==> config.mk <==
export PLATFORM = sky130hd
export DESIGN_NAME = scancode_to_ascii_decoder_top
export DESIGN_NICKNAME = d
export VERILOG_FILES = /design/src/design/scta_pkg.sv /design/src/design/scancode_to_ascii_decoder_top.sv /design/src/design/scta_front.sv /design/src/design/scta_queue.sv /design/src/design/scta_back.sv
export VERILOG_INCLUDE_DIRS = /design/src /design/src/design
export SDC_FILE = /design/constraint.sdc
export NUM_CORES = 1
export LEC_CHECK = 0
export BUFFER_PORTS_ARGS = -buffer_cell sky130_fd_sc_hd__buf_4
export CORE_MARGIN = 5
export CORE_UTILIZATION = 60
export DETAILED_ROUTE_END_ITERATION = 12
export GPL_TIMING_DRIVEN = 0
export HOLD_SLACK_MARGIN = 0.05
export PLACE_DENSITY = 0.79
export SYNTH_ARGS = -nofsm -noshare
export SYNTH_HDL_FRONTEND = slang
export SYNTH_SLANG_ARGS = --single-unit
==> constraint.sdc <==
create_clock -name i_clk -period 5.45 [get_ports i_clk]
set_input_delay 1.09 -clock i_clk [delete_from_list [all_inputs] [get_ports i_clk]]
set_output_delay 1.09 -clock i_clk [all_outputs]
set_load 0.005 [all_outputs]
==> src/design/scancode_to_ascii_decoder_top_assert.svh <==
// Assertion macros used by the decoder top level.
`ifndef SCANCODE_TO_ASCII_DECODER_TOP_ASSERT_SVH
`define SCANCODE_TO_ASCII_DECODER_TOP_ASSERT_SVH

// Same-cycle implication, checked on every rising clock edge outside reset.
`define SCTA_ASSERT_IMPL(label, clk, rst_n, ante, cons, msg) \
    label: assert property (@(posedge clk) disable iff (!(rst_n)) (ante) |-> (cons)) \
        else $error(msg);

// Next-cycle implication, checked on every rising clock edge outside reset.
`define SCTA_ASSERT_NEXT(label, clk, rst_n, ante, cons, msg) \
    label: assert property (@(posedge clk) disable iff (!(rst_n)) (ante) |=> (cons)) \
        else $error(msg);

`endif

==> src/design/scta_pkg.sv <==
`default_nettype none

package scta_pkg;

    // Scancode table geometry.
    localparam int          TBL_DEPTH = 84;
    localparam int          IDX_W     = 7;
    localparam logic [7:0]  SC_LAST   = 8'h53;

    // Default depth of the queue between the front and back ends.
    localparam int QUEUE_DEPTH_DEF = 2;

    // Set-1 modifier codes.
    localparam logic [7:0] SC_LSHIFT_MAKE  = 8'h2A;
    localparam logic [7:0] SC_LSHIFT_BREAK = 8'hAA;
    localparam logic [7:0] SC_RSHIFT_MAKE  = 8'h36;
    localparam logic [7:0] SC_RSHIFT_BREAK = 8'hB6;
    localparam logic [7:0] SC_CTRL_MAKE    = 8'h1D;
    localparam logic [7:0] SC_CTRL_BREAK   = 8'h9D;
    localparam logic [7:0] SC_ALT_MAKE     = 8'h38;
    localparam logic [7:0] SC_ALT_BREAK    = 8'hB8;
    localparam logic [7:0] SC_CAPS_MAKE    = 8'h3A;
    localparam logic [7:0] SC_INS_MAKE     = 8'h52;

    // Modifier combinations that select a table (shift is weight 1, insert 16).
    localparam logic [4:0] MODS_PLAIN          = 5'd0;
    localparam logic [4:0] MODS_SHIFT          = 5'd1;
    localparam logic [4:0] MODS_CTRL           = 5'd2;
    localparam logic [4:0] MODS_CAPS           = 5'd4;
    localparam logic [4:0] MODS_SHIFT_CAPS     = 5'd5;
    localparam logic [4:0] MODS_CAPS_CTRL      = 5'd6;
    localparam logic [4:0] MODS_ALT            = 5'd8;
    localparam logic [4:0] MODS_INS            = 5'd16;
    localparam logic [4:0] MODS_SHIFT_INS      = 5'd17;
    localparam logic [4:0] MODS_CAPS_INS       = 5'd20;
    localparam logic [4:0] MODS_CAPS_INS_SHIFT = 5'd21;

    typedef enum logic [1:0] {
        TBL_NONE,
        TBL_LOWER,
        TBL_UPPER,
        TBL_CAPS
    } t_tbl_sel;

    // Packed so that the value matches the bit weights of the flags.
    typedef struct packed {
        logic insert_on;
        logic alt_on;
        logic caps_on;
        logic ctrl_on;
        logic shift_on;
    } t_mod_flags;

    // One classified word as it travels from the front end to the back end.
    typedef struct packed {
        logic [IDX_W-1:0] code_idx;
        t_tbl_sel         sel;
        logic             was_mod;
        t_mod_flags       flags;
    } t_item;

    typedef struct packed {
        logic full;
        logic empty;
    } t_q_status;

    // Character tables, indexed by scancode.
    localparam logic [6:0] LOWER_TBL [TBL_DEPTH] = '{
        7'h00, 7'h00, 7'h31, 7'h32, 7'h33, 7'h34, 7'h35, 7'h36, 7'h37, 7'h38, 7'h39, 7'h30,
        7'h2D, 7'h3D, 7'h08, 7'h09, 7'h71, 7'h77, 7'h65, 7'h72, 7'h74, 7'h79, 7'h75,
        7'h69, 7'h6F, 7'h70, 7'h5B, 7'h5D, 7'h0D, 7'h00, 7'h61, 7'h73, 7'h64, 7'h66, 7'h67,
        7'h68, 7'h6A, 7'h6B, 7'h6C, 7'h3B, 7'h27, 7'h60, 7'h00, 7'h5C, 7'h7A, 7'h78, 7'h63,
        7'h76, 7'h62, 7'h6E, 7'h6D, 7'h2C, 7'h2E, 7'h2F, 7'h00, 7'h2A, 7'h00, 7'h20, 7'h00,
        7'h3B,
        7'h3C, 7'h3D, 7'h00, 7'h00, 7'h00, 7'h00, 7'h00, 7'h00, 7'h00, 7'h00, 7'h00,
        7'h37, 7'h38, 7'h39, 7'h2D, 7'h34,
        7'h35, 7'h36, 7'h2B, 7'h31, 7'h32, 7'h33, 7'h30, 7'h2E
    };

    localparam logic [6:0] UPPER_TBL [TBL_DEPTH] = '{
        7'h00, 7'h00, 7'h21, 7'h40, 7'h23, 7'h24, 7'h25, 7'h5E, 7'h26, 7'h2A, 7'h28, 7'h29,
        7'h5F, 7'h2B, 7'h08, 7'h09, 7'h51, 7'h57, 7'h45, 7'h52, 7'h54, 7'h59, 7'h55,
        7'h49, 7'h4F, 7'h50, 7'h7B, 7'h7D, 7'h0D, 7'h00, 7'h41, 7'h53, 7'h44, 7'h46, 7'h47,
        7'h48, 7'h4A, 7'h4B, 7'h4C, 7'h3A, 7'h27, 7'h60, 7'h00, 7'h7C, 7'h5A, 7'h58, 7'h43,
        7'h56, 7'h42, 7'h4E, 7'h4D, 7'h3C, 7'h3E, 7'h3F, 7'h00, 7'h2A, 7'h00, 7'h20, 7'h00,
        7'h00,
        7'h00, 7'h00, 7'h00, 7'h00, 7'h00, 7'h00, 7'h00, 7'h00, 7'h00, 7'h00, 7'h00,
        7'h37, 7'h38, 7'h39, 7'h2D, 7'h34,
        7'h35, 7'h36, 7'h2B, 7'h31, 7'h32, 7'h33, 7'h30, 7'h2E
    };

    localparam logic [6:0] CAPS_TBL [TBL_DEPTH] = '{
        7'h00, 7'h00, 7'h31, 7'h32, 7'h33, 7'h34, 7'h35, 7'h36, 7'h37, 7'h38, 7'h39, 7'h30,
        7'h2D, 7'h3D, 7'h08, 7'h09, 7'h51, 7'h57, 7'h45, 7'h52, 7'h54, 7'h59, 7'h55,
        7'h49, 7'h4F, 7'h50, 7'h5B, 7'h5D, 7'h0D, 7'h00, 7'h41, 7'h53, 7'h44, 7'h46, 7'h47,
        7'h48, 7'h4A, 7'h4B, 7'h4C, 7'h3B, 7'h27, 7'h60, 7'h00, 7'h5C, 7'h5A, 7'h58, 7'h43,
        7'h56, 7'h42, 7'h4E, 7'h4D, 7'h2C, 7'h2E, 7'h2F, 7'h00, 7'h2A, 7'h00, 7'h20, 7'h00,
        7'h00,
        7'h00, 7'h00, 7'h00, 7'h00, 7'h00, 7'h00, 7'h00, 7'h00, 7'h00, 7'h00, 7'h00,
        7'h37, 7'h38, 7'h39, 7'h2D, 7'h34,
        7'h35, 7'h36, 7'h2B, 7'h31, 7'h32, 7'h33, 7'h30, 7'h2E
    };

endpackage

`default_nettype wire

==> src/design/scancode_to_ascii_decoder_top.sv <==
`default_nettype none

`include "scancode_to_ascii_decoder_top_assert.svh"

// Set-1 scancode decoder: every accepted scancode byte gives exactly one result word
// holding the translated character (0 when none), a valid flag, a modifier marker and
// the shift, ctrl, caps, alt and insert state after that byte. One byte is accepted per
// clock cycle while the queue has room; the byte is written into the queue and its result
// then goes from the queue head into the output register. The front end updates the modifier
// flags and picks the table, a queue of QUEUE_DEPTH words decouples it from the back end,
// and the back end does the table lookup. The input stalls only while that queue is full.
module scancode_to_ascii_decoder_top #(
    parameter int QUEUE_DEPTH = scta_pkg::QUEUE_DEPTH_DEF
) (
    input  logic       i_clk,
    input  logic       i_rst_n,
    input  logic       i_in_valid,
    output logic       o_in_stall,
    input  logic [7:0] i_scan_byte,
    output logic       o_out_valid,
    input  logic       i_out_stall,
    output logic [6:0] o_ascii_char,
    output logic       o_char_valid,
    output logic       o_was_modifier,
    output logic       o_shift_on,
    output logic       o_ctrl_on,
    output logic       o_caps_on,
    output logic       o_alt_on,
    output logic       o_insert_on
);
    import scta_pkg::*;

    t_q_status  w_q_status;
    t_item      w_push_item;
    t_item      w_head_item;
    t_mod_flags w_flags;
    logic       w_push;
    logic       w_pop;

    // Front end: flag update and table choice.
    scta_front u_front (
        .i_clk      (i_clk),
        .i_rst_n    (i_rst_n),
        .i_in_valid (i_in_valid),
        .i_scan_byte(i_scan_byte),
        .i_q_status (w_q_status),
        .o_in_stall (o_in_stall),
        .o_push     (w_push),
        .o_item     (w_push_item),
        .o_flags    (w_flags)
    );

    // Queue between the two ends.
    scta_queue #(
        .DEPTH(QUEUE_DEPTH)
    ) u_queue (
        .i_clk   (i_clk),
        .i_rst_n (i_rst_n),
        .i_push  (w_push),
        .i_item  (w_push_item),
        .i_pop   (w_pop),
        .o_item  (w_head_item),
        .o_status(w_q_status)
    );

    // Back end: table lookup and output register.
    scta_back u_back (
        .i_clk         (i_clk),
        .i_rst_n       (i_rst_n),
        .i_q_status    (w_q_status),
        .i_item        (w_head_item),
        .i_out_stall   (i_out_stall),
        .o_pop         (w_pop),
        .o_out_valid   (o_out_valid),
        .o_ascii_char  (o_ascii_char),
        .o_char_valid  (o_char_valid),
        .o_was_modifier(o_was_modifier),
        .o_shift_on    (o_shift_on),
        .o_ctrl_on     (o_ctrl_on),
        .o_caps_on     (o_caps_on),
        .o_alt_on      (o_alt_on),
        .o_insert_on   (o_insert_on)
    );

    // A modifier word never carries a character.
    `SCTA_ASSERT_IMPL(a_mod_no_char, i_clk, i_rst_n, o_out_valid && o_was_modifier,
        !o_char_valid, "modifier word carries a character")

    // The queue cannot be full and empty at once.
    `SCTA_ASSERT_IMPL(a_queue_level, i_clk, i_rst_n, w_q_status.full, !w_q_status.empty,
        "queue reports full and empty together")

    // An accepted caps make code flips the caps flag.
    `SCTA_ASSERT_NEXT(a_caps_toggle, i_clk, i_rst_n,
        i_in_valid && !o_in_stall && (i_scan_byte == SC_CAPS_MAKE),
        w_flags.caps_on != $past(w_flags.caps_on), "caps flag did not toggle")

endmodule

`default_nettype wire

==> src/design/scta_front.sv <==
`default_nettype none

module scta_front (
    input  logic                i_clk,
    input  logic                i_rst_n,
    input  logic                i_in_valid,
    input  logic [7:0]          i_scan_byte,
    input  scta_pkg::t_q_status i_q_status,
    output logic                o_in_stall,
    output logic                o_push,
    output scta_pkg::t_item     o_item,
    output scta_pkg::t_mod_flags o_flags
);
    import scta_pkg::*;

    t_mod_flags r_flags;
    t_mod_flags n_flags;
    logic       w_mod;
    logic       w_accept;
    t_tbl_sel   w_sel;

    // A word is taken whenever the queue has room.
    assign o_in_stall = i_q_status.full;
    assign w_accept   = i_in_valid && !i_q_status.full;

    // Modifier decode and flag update.
    always_comb begin
        n_flags = r_flags;
        w_mod   = 1'b1;
        unique case (i_scan_byte) inside
            SC_LSHIFT_MAKE, SC_RSHIFT_MAKE:   n_flags.shift_on  = 1'b1;
            SC_LSHIFT_BREAK, SC_RSHIFT_BREAK: n_flags.shift_on  = 1'b0;
            SC_CTRL_MAKE:                     n_flags.ctrl_on   = 1'b1;
            SC_CTRL_BREAK:                    n_flags.ctrl_on   = 1'b0;
            SC_ALT_MAKE:                      n_flags.alt_on    = 1'b1;
            SC_ALT_BREAK:                     n_flags.alt_on    = 1'b0;
            SC_CAPS_MAKE:                     n_flags.caps_on   = !r_flags.caps_on;
            SC_INS_MAKE:                      n_flags.insert_on = !r_flags.insert_on;
            default:                          w_mod             = 1'b0;
        endcase
    end

    // Table choice from the exact modifier combination.
    always_comb begin
        w_sel = TBL_NONE;
        if (!w_mod && (i_scan_byte <= SC_LAST)) begin
            unique case (n_flags) inside
                MODS_PLAIN, MODS_CTRL, MODS_ALT, MODS_INS:
                    w_sel = TBL_LOWER;
                MODS_SHIFT, MODS_SHIFT_CAPS, MODS_SHIFT_INS:
                    w_sel = TBL_UPPER;
                MODS_CAPS, MODS_CAPS_CTRL, MODS_CAPS_INS, MODS_CAPS_INS_SHIFT:
                    w_sel = TBL_CAPS;
                default:
                    w_sel = TBL_NONE;
            endcase
        end
    end

    // Flag register advances once per accepted word.
    always_ff @(posedge i_clk) begin
        if (!i_rst_n) begin
            r_flags <= '0;
        end else if (w_accept) begin
            r_flags <= n_flags;
        end
    end

    assign o_push          = w_accept;
    assign o_item.code_idx = i_scan_byte[IDX_W-1:0];
    assign o_item.sel      = w_sel;
    assign o_item.was_mod  = w_mod;
    assign o_item.flags    = n_flags;
    assign o_flags         = r_flags;

endmodule

`default_nettype wire

==> src/design/scta_queue.sv <==
`default_nettype none

module scta_queue #(
    parameter int DEPTH = scta_pkg::QUEUE_DEPTH_DEF
) (
    input  logic                i_clk,
    input  logic                i_rst_n,
    input  logic                i_push,
    input  scta_pkg::t_item     i_item,
    input  logic                i_pop,
    output scta_pkg::t_item     o_item,
    output scta_pkg::t_q_status o_status
);
    import scta_pkg::*;

    localparam int               PTR_W = (DEPTH > 1) ? $clog2(DEPTH) : 1;
    localparam int               CNT_W = $clog2(DEPTH + 1);
    localparam logic [PTR_W-1:0] LAST  = PTR_W'(DEPTH - 1);
    localparam logic [CNT_W-1:0] FULL  = CNT_W'(DEPTH);

    t_item            r_mem [DEPTH];
    logic [PTR_W-1:0] r_wr_ptr;
    logic [PTR_W-1:0] r_rd_ptr;
    logic [CNT_W-1:0] r_count;

    // Storage for queued words.
    always_ff @(posedge i_clk) begin
        if (i_push) begin
            r_mem[r_wr_ptr] <= i_item;
        end
    end

    // Pointers and fill level.
    always_ff @(posedge i_clk) begin
        if (!i_rst_n) begin
            r_wr_ptr <= '0;
            r_rd_ptr <= '0;
            r_count  <= '0;
        end else begin
            if (i_push) begin
                r_wr_ptr <= (r_wr_ptr == LAST) ? '0 : r_wr_ptr + 1'b1;
            end
            if (i_pop) begin
                r_rd_ptr <= (r_rd_ptr == LAST) ? '0 : r_rd_ptr + 1'b1;
            end
            case ({i_push, i_pop})
                2'b10:   r_count <= r_count + 1'b1;
                2'b01:   r_count <= r_count - 1'b1;
                default: r_count <= r_count;
            endcase
        end
    end

    assign o_item         = r_mem[r_rd_ptr];
    assign o_status.full  = (r_count == FULL);
    assign o_status.empty = (r_count == '0);

endmodule

`default_nettype wire

==> src/design/scta_back.sv <==
`default_nettype none

module scta_back (
    input  logic                i_clk,
    input  logic                i_rst_n,
    input  scta_pkg::t_q_status i_q_status,
    input  scta_pkg::t_item     i_item,
    input  logic                i_out_stall,
    output logic                o_pop,
    output logic                o_out_valid,
    output logic [6:0]          o_ascii_char,
    output logic                o_char_valid,
    output logic                o_was_modifier,
    output logic                o_shift_on,
    output logic                o_ctrl_on,
    output logic                o_caps_on,
    output logic                o_alt_on,
    output logic                o_insert_on
);
    import scta_pkg::*;

    logic       r_valid;
    logic [6:0] r_char;
    logic       r_was_mod;
    t_mod_flags r_flags;
    logic       w_load;
    logic [6:0] w_char;

    // Take the head of the queue whenever the output register is free or drains.
    assign w_load = !i_q_status.empty && (!r_valid || !i_out_stall);
    assign o_pop  = w_load;

    // Character lookup in the selected table.
    always_comb begin
        unique case (i_item.sel)
            TBL_LOWER: w_char = LOWER_TBL[i_item.code_idx];
            TBL_UPPER: w_char = UPPER_TBL[i_item.code_idx];
            TBL_CAPS:  w_char = CAPS_TBL[i_item.code_idx];
            default:   w_char = '0;
        endcase
    end

    // Output register valid flag.
    always_ff @(posedge i_clk) begin
        if (!i_rst_n) begin
            r_valid <= 1'b0;
        end else if (w_load) begin
            r_valid <= 1'b1;
        end else if (!i_out_stall) begin
            r_valid <= 1'b0;
        end
    end

    // Output register payload.
    always_ff @(posedge i_clk) begin
        if (w_load) begin
            r_char    <= w_char;
            r_was_mod <= i_item.was_mod;
            r_flags   <= i_item.flags;
        end
    end

    assign o_out_valid    = r_valid;
    assign o_ascii_char   = r_char;
    assign o_char_valid   = (r_char != '0);
    assign o_was_modifier = r_was_mod;
    assign o_shift_on     = r_flags.shift_on;
    assign o_ctrl_on      = r_flags.ctrl_on;
    assign o_caps_on      = r_flags.caps_on;
    assign o_alt_on       = r_flags.alt_on;
    assign o_insert_on    = r_flags.insert_on;

endmodule

`default_nettype wire

==> results of run 1 <==
[power by group]
part / switching, W / internal, W / leakage [nW]
Combinational: 0.000804 / 0.000458 / 1.11
Sequential: 0.0000466 / 0.000562 / 0.501
Clock: 0.000144 / 0.0000964 / 0.0506
Total: 0.000995 / 0.00112 / 1.66
[sequential cells by signal, indices dropped and copies added (netlist names), named ones only]
signal and count:
u_back.o_alt_on 1, u_queue.r_count 2, u_back.o_was_modifier 1, u_back.o_insert_on 1, u_queue.r_mem 30, u_queue.r_rd_ptr 1, u_back.o_out_valid 1, u_queue.r_wr_ptr 1
u_front.o_flags 5, u_back.o_shift_on 1, u_back.o_ctrl_on 1, u_back.o_caps_on 1, u_back.o_ascii_char 7
[synthesized netlist by cell type (all sizes together) (5+ instances only)]
library cell  instances
nand2b                8
clkbuf               15
o32ai                 6
a21oi                34
mux2                 11
nor4                  5
and2                 10
a21boi                5
or3                   5
ha                   14
buf                  15
nand2                33
o21ai                29
nor3                  8
nor2                 35
edfxtp               43
mux2i                16
o211ai                9
a22oi                 6
nand3                 6
a211oi                6
a221oi                8
dfxtp                11
a31oi                 6
inv                  26
a32oi                 5
[cell families (layout without fill, tap and decap cells)]
group | count (synthesis) | after routing | share of synthesized area (%)
AOI/OAI and AO/OA | 157 | 157 | 26.7
DFF | 54 | 54 | 37.2
muxes | 27 | 27 | 7.70
xor gates and xnor gates | 7 | 7 | 1.51
adders and majority gates | 14 | 14 | 4.31
buffers and inverters | 56 | 91 | 5.95
and+or+nand+nor | 130 | 130 | 16.6
[cell type report]
| class | instances | area share, % |
|---|---|---|
| Clock buffer | 5 | 1.54 |
| Clock inverter | 3 | 0.644 |
| Buffer | 30 | 3.22 |
| Tap cell | 80 | 2.24 |
| Inverter | 26 | 2.18 |
| Timing Repair Buffer | 27 | 4.54 |
| Sequential cell | 54 | 33.8 |
| Multi-Input combinational cell | 335 | 51.8 |
[how the worst min path moves through the flow]
stage	startpoint	to	cells past startpoint
finish	u_back.o_out_valid$_SDFFE_PN0P_	u_back.o_out_valid$_SDFFE_PN0P_	2
detailed placement	u_back.o_out_valid$_SDFFE_PN0P_	u_back.o_out_valid$_SDFFE_PN0P_	2
floorplan	u_back.o_out_valid$_SDFFE_PN0P_	u_back.o_out_valid$_SDFFE_PN0P_	2
global route	u_back.o_out_valid$_SDFFE_PN0P_	u_back.o_out_valid$_SDFFE_PN0P_	2
CTS	u_back.o_out_valid$_SDFFE_PN0P_	u_back.o_out_valid$_SDFFE_PN0P_	2
global placement	u_back.o_out_valid$_SDFFE_PN0P_	u_back.o_out_valid$_SDFFE_PN0P_	2
[metrics by stage]
stage | utilization (%) | hold WS, ns | std cells | worst slack [ns]
3_3_place_gp | 65.3 | 0.462 | 552 | 2.16
5_1_grt | 66.9 | 0.549 | 560 | 1.95
3_5_place_dp | 65.3 | 0.471 | 552 | 2.12
6_report | 66.9 | 0.495 | 560 | 2.06
4_1_cts | 66.8 | 0.486 | 560 | 2.15
2_1_floorplan | - | 0.471 | 445 | 2.57
[critical path: stages, from the launching register on]
cell and delay (ns):
dfxtp_1 0.36, buf_6 0.19, buf_4 0.21, mux2_2 0.47, inv_1 0.26, ha_1 0.19
buf_1 0.38, o221ai_1 0.25, a221oi_1 0.32, o22ai_1 0.13, o211ai_1 0.18, a31oi_1 0.14
[per-layer routing]
metal  wire length (um)  vias up
met1               4890     1931
met3               1210       72
met5                  0        -
li1                   -     1763
met4                724        0
met2               5960      279
==> reports/results.ini, run 1 <==
[drt]
wl_um = 12800
first_pass_iters = 5
wl_per_cell_um = 22.8
first_iter_violations = 543
vias = 4045
drt-vias-per-instance = 7.22
antenna_left = 0
drc = 0

[timing]
grt_setup_unrepaired = false
setup_viol = 0
tightest_slew_ns = 1.25
finalCritPeriodShare_pct = 62.3
max_freq_mhz = 295
final_hold_viol_count = 0
maxSlewHeadroom_pct = 16.4
min_period_ns = 3.39
fin_worst_skew_ns = 0.00729
final-max-slew-violation-count = 0
fin_tns_setup_ns = 0

[layout]
final_cell_area_um2 = 4470
layout-drive-gt1-share_pct = 15.0
layout.cells.most_common_list = edfxtp_1 (43), a21oi_1 (33), nor2_1 (33), nand2_1 (33), buf_4 (30)
fill_cells = 528
final_common_cell = edfxtp_1
seq_area_um2 = 1510
finalNetCount = 505
area_delta_synth_final_pct = 10.0
n_antenna_cell = 0
multi_input_area_um2 = 2310

[cts]
cts_resized = 0
clkSinkCount = 54
cts_tree = built
clock_latency_ns = 0.32
holdBufCountCts = 0
root_buffer = clkbuf_8
cts_buffers = 5
path_clk_slew_ns = 0.11
cts_max_level = 2
cts.path.max_buffers = 2
post_cts_buffers = 0

[setup_path]
critPathArrivalTime_ns = 3.41
cp-endpoint = u_back.o_ascii_char[2]$_DFFE_PP_
r2r_slack_ns = 2.06
worstPathRequired_ns = 5.47
cp-start-kind = flop
reg2reg_to = u_back.o_ascii_char[2]$_DFFE_PP_
r2r_cells = 11
critPathMaxFanout = 10
crit_path_end_kind = flop
worstSetupPathType = reg -> reg

[flow_run]
drv_cap = 0

[floorplan]
die_width_um = 92.3
die-height_um = 92.3
die_area_um2 = 8510
start_util_pct = 60.8
ios = 28
fp.coreArea_um2 = 6680
num_rows = 30

[placed_design]
hpwl_um = 9260
portBuffers = 27
gp_congestion = 1.07
postPlaceCellArea_um2 = 4360

[yosys]
synth_edf_count = 43
ys_ff_latch = 54
synth.distinct_cells = 74
synth_warnings = 0
synthesis.instances = 445
yosysTopAreaCell = edfxtp_1
synthArstFlopShare_pct = 0
synth_area_um2 = 4060
ys_seq_area_share_pct = 37.2
syn-num-nets = 471
synth.top_cell.area_share_pct = 31.8
synth.avg_cell_area_um2 = 9.12
yosys_most_used_dff = edfxtp_1
synth_area_leaders = edfxtp_1 (32%), dfxtp_1 (5.4%), ha_1 (4.3%), a21oi_1 (4.2%), mux2i_1 (3.2%)

[global_routing]
grt_use_met3_pct = 6.15
grtUsageMet2_pct = 47.6
grt_start_max_net_pins = 20
track_usage_pct = 30.0
grt_pass1_wl_um = 19900
grt_use_met1_pct = 37.8
grt_overflow = 0
antenna_found_initial = 0
top_usage_layer = met2
grt_pass1_vias = 3865

[hold_path]
hold_path_class = reg -> reg

[pwr]
total_power_w = 0.00211
powerDensity_nw_per_um2 = 473
total_leakage_power_nw = 1.66
ir_worst_vdd_v = 0.000272

[run_status]
outcome = complete, no violations

(Power assumes the default switching activity.)
==> run 2, diff against run 1 <==
Settings changed: CORE_UTILIZATION 60 to 55, PLACE_DENSITY 0.79 to 0.76.
Clock period 5.45 ns to 3 ns, I/O delays scaled along.
==> reports/results.ini, run 2 (synthesis results as in run 1) <==
[run_status]
outcome = complete, no violations

[layout]
layout-drive-gt1-share_pct = 17.4
final_cell_area_um2 = 4530
final_common_cell = edfxtp_1
multi_input_area_um2 = 2350
area_delta_synth_final_pct = 11.5
layout.cells.most_common_list = edfxtp_1 (43), a21oi_1 (33), nor2_1 (33), nand2_1 (33), buf_4 (29)
n_antenna_cell = 0
fill_cells = 633
largest_reg_flops = 30
finalNetCount = 501
top_register = u_queue.r_mem
seq_area_um2 = 1510

[timing]
grt_setup_unrepaired = true
fin_tns_setup_ns = 0
maxSlewHeadroom_pct = 27.1
max_freq_mhz = 333
tightest_slew_ns = 1.09
final-max-slew-violation-count = 0
final_hold_viol_count = 0
fin_worst_skew_ns = 0.0155
finalCritPeriodShare_pct = 100
min_period_ns = 3.00
setup_viol = 0

[drt]
first_pass_iters = 8
first_iter_violations = 675
antenna_left = 0
wl_um = 12800
vias = 4001
wl_per_cell_um = 22.3
drt-vias-per-instance = 6.96
drc = 0

[placed_design]
hpwl_um = 9330
postPlaceCellArea_um2 = 4400
portBuffers = 27
gp_congestion = 1.03

[pwr]
total_leakage_power_nw = 1.67
p_sw_share_pct = 46.5
ir_worst_vdd_v = 0.000410
clkPwrFrac_pct = 10.4
pwr-share-comb_pct = 60.8
intPower_w = 0.00207
pwr-share-seq_pct = 28.7
p_switching_w = 0.00179
powerDensity_nw_per_um2 = 853

[global_routing]
antenna_found_initial = 0
grt_pass1_wl_um = 19700
track_usage_pct = 28.7
grt_pass1_vias = 3705
grt_start_max_net_pins = 18
grt_overflow = 0

[floorplan]
ios = 28
fp.coreArea_um2 = 7210
die-height_um = 95.9
die_width_um = 95.9
die_area_um2 = 9200
num_rows = 31
start_util_pct = 56.3

[cts]
path_clk_slew_ns = 0.10
cts_buffers = 5
root_buffer = clkbuf_8
post_cts_buffers = 0
clkSinkCount = 54
cts_max_level = 2
holdBufCountCts = 0
cts.path.max_buffers = 2
cts_tree = built
clock_latency_ns = 0.31

[flow_run]
drv_cap = 0

[hold_path]
hold_path_class = reg -> reg

[setup_path]
critPathMaxFanout = 11
worstPathRequired_ns = 3.08
critPathArrivalTime_ns = 3.08
worstSetupPathType = reg -> reg
crit_path_end_kind = flop
cp-start-kind = flop

run 2: changes by cell type in the layout (fill, tap and decap cells not counted), moves of 2 or more:
cell      before  now
ha_2           0    3
clkbuf_4       0    2
ha_1          14   11
buf_6          1    3
clkbuf_1      15   11
inv_4          0    3
run 2: repair_timing:
action,in CTS,in global routing
resized for setup,5,13
setup endpoints to repair,6,6
endpoints found under the hold margin,0,0
pin swaps,0,2
run 2: metal layers:
layer | GRT usage, % | vias to the layer above | routed length [um] | part of all wire [%]
li1 | - | 1767 | - | -
met1 | 41.8 | 1920 | 5450 | 43
met5 | 0 | - | 0 | 0
met4 | 9.83 | 0 | 332 | 2.6
met2 | 43.1 | 273 | 5690 | 44
met3 | 4.61 | 41 | 1330 | 10
run 2: through the flow:
| step | total power (W) | util [%] | cells | worst slack, ns | hold slack [ns] |
|---|---|---|---|---|---|
| global route | 0.00406 | 62.8 | 575 | -0.0621 | 0.490 |
| floorplan | 0.00260 | - | 445 | 0.418 | 0.471 |
| finish | 0.00386 | 62.8 | 575 | 0.000532 | 0.495 |
| global placement | 0.00331 | 60.8 | 571 | -0.217 | 0.464 |
| CTS | 0.00373 | 62.3 | 579 | -0.0229 | 0.501 |
| detailed placement | 0.00332 | 61.0 | 572 | -0.204 | 0.487 |
run 2: path summary, 6_finish.rpt:
path | to | cells past startpoint | slack, ns | startpoint
max reg2reg | u_back.o_ascii_char[5]$_DFFE_PP_ | 11 | 0.0005 | u_queue.r_mem[0][10]$_DFFE_PP_
min reg2reg | u_back.o_out_valid$_SDFFE_PN0P_ | 2 | 0.50 | u_back.o_out_valid$_SDFFE_PN0P_
min | u_back.o_out_valid$_SDFFE_PN0P_ | 2 | 0.50 | u_back.o_out_valid$_SDFFE_PN0P_
max | u_back.o_ascii_char[5]$_DFFE_PP_ | 11 | 0.0005 | u_queue.r_mem[0][10]$_DFFE_PP_
run 2: layout make-up:
type / instances / area share, %
clock inverter: 2 / 0.276
inverter: 26 / 2.29
multi-input combinational: 335 / 52.0
buffer: 25 / 2.98
timing repair buffer: 28 / 4.73
tap: 99 / 2.74
clock buffer: 6 / 1.60
sequential: 54 / 33.4
run 2: critical path, stage by stage (launching register included):
cell and delay (ns):
edfxtp_1 0.32, buf_2 0.24, mux2i_4 0.18, inv_2 0.12, buf_2 0.25, buf_4 0.25
ha_1 0.25, o21bai_1 0.13, o2bb2ai_1 0.13, a221oi_1 0.37, nor2_1 0.07, a2111oi_1 0.47
run 2: power groups by stage:
stage	registers, W	logic (W)	clock network, W
after detailed placement	0.00112	0.00219	0
final	0.00111	0.00235	0.000403
after floorplan	0.00111	0.00148	0
after global placement	0.00112	0.00219	0
after global routing	0.00113	0.00248	0.000445
after CTS	0.00111	0.00221	0.000412
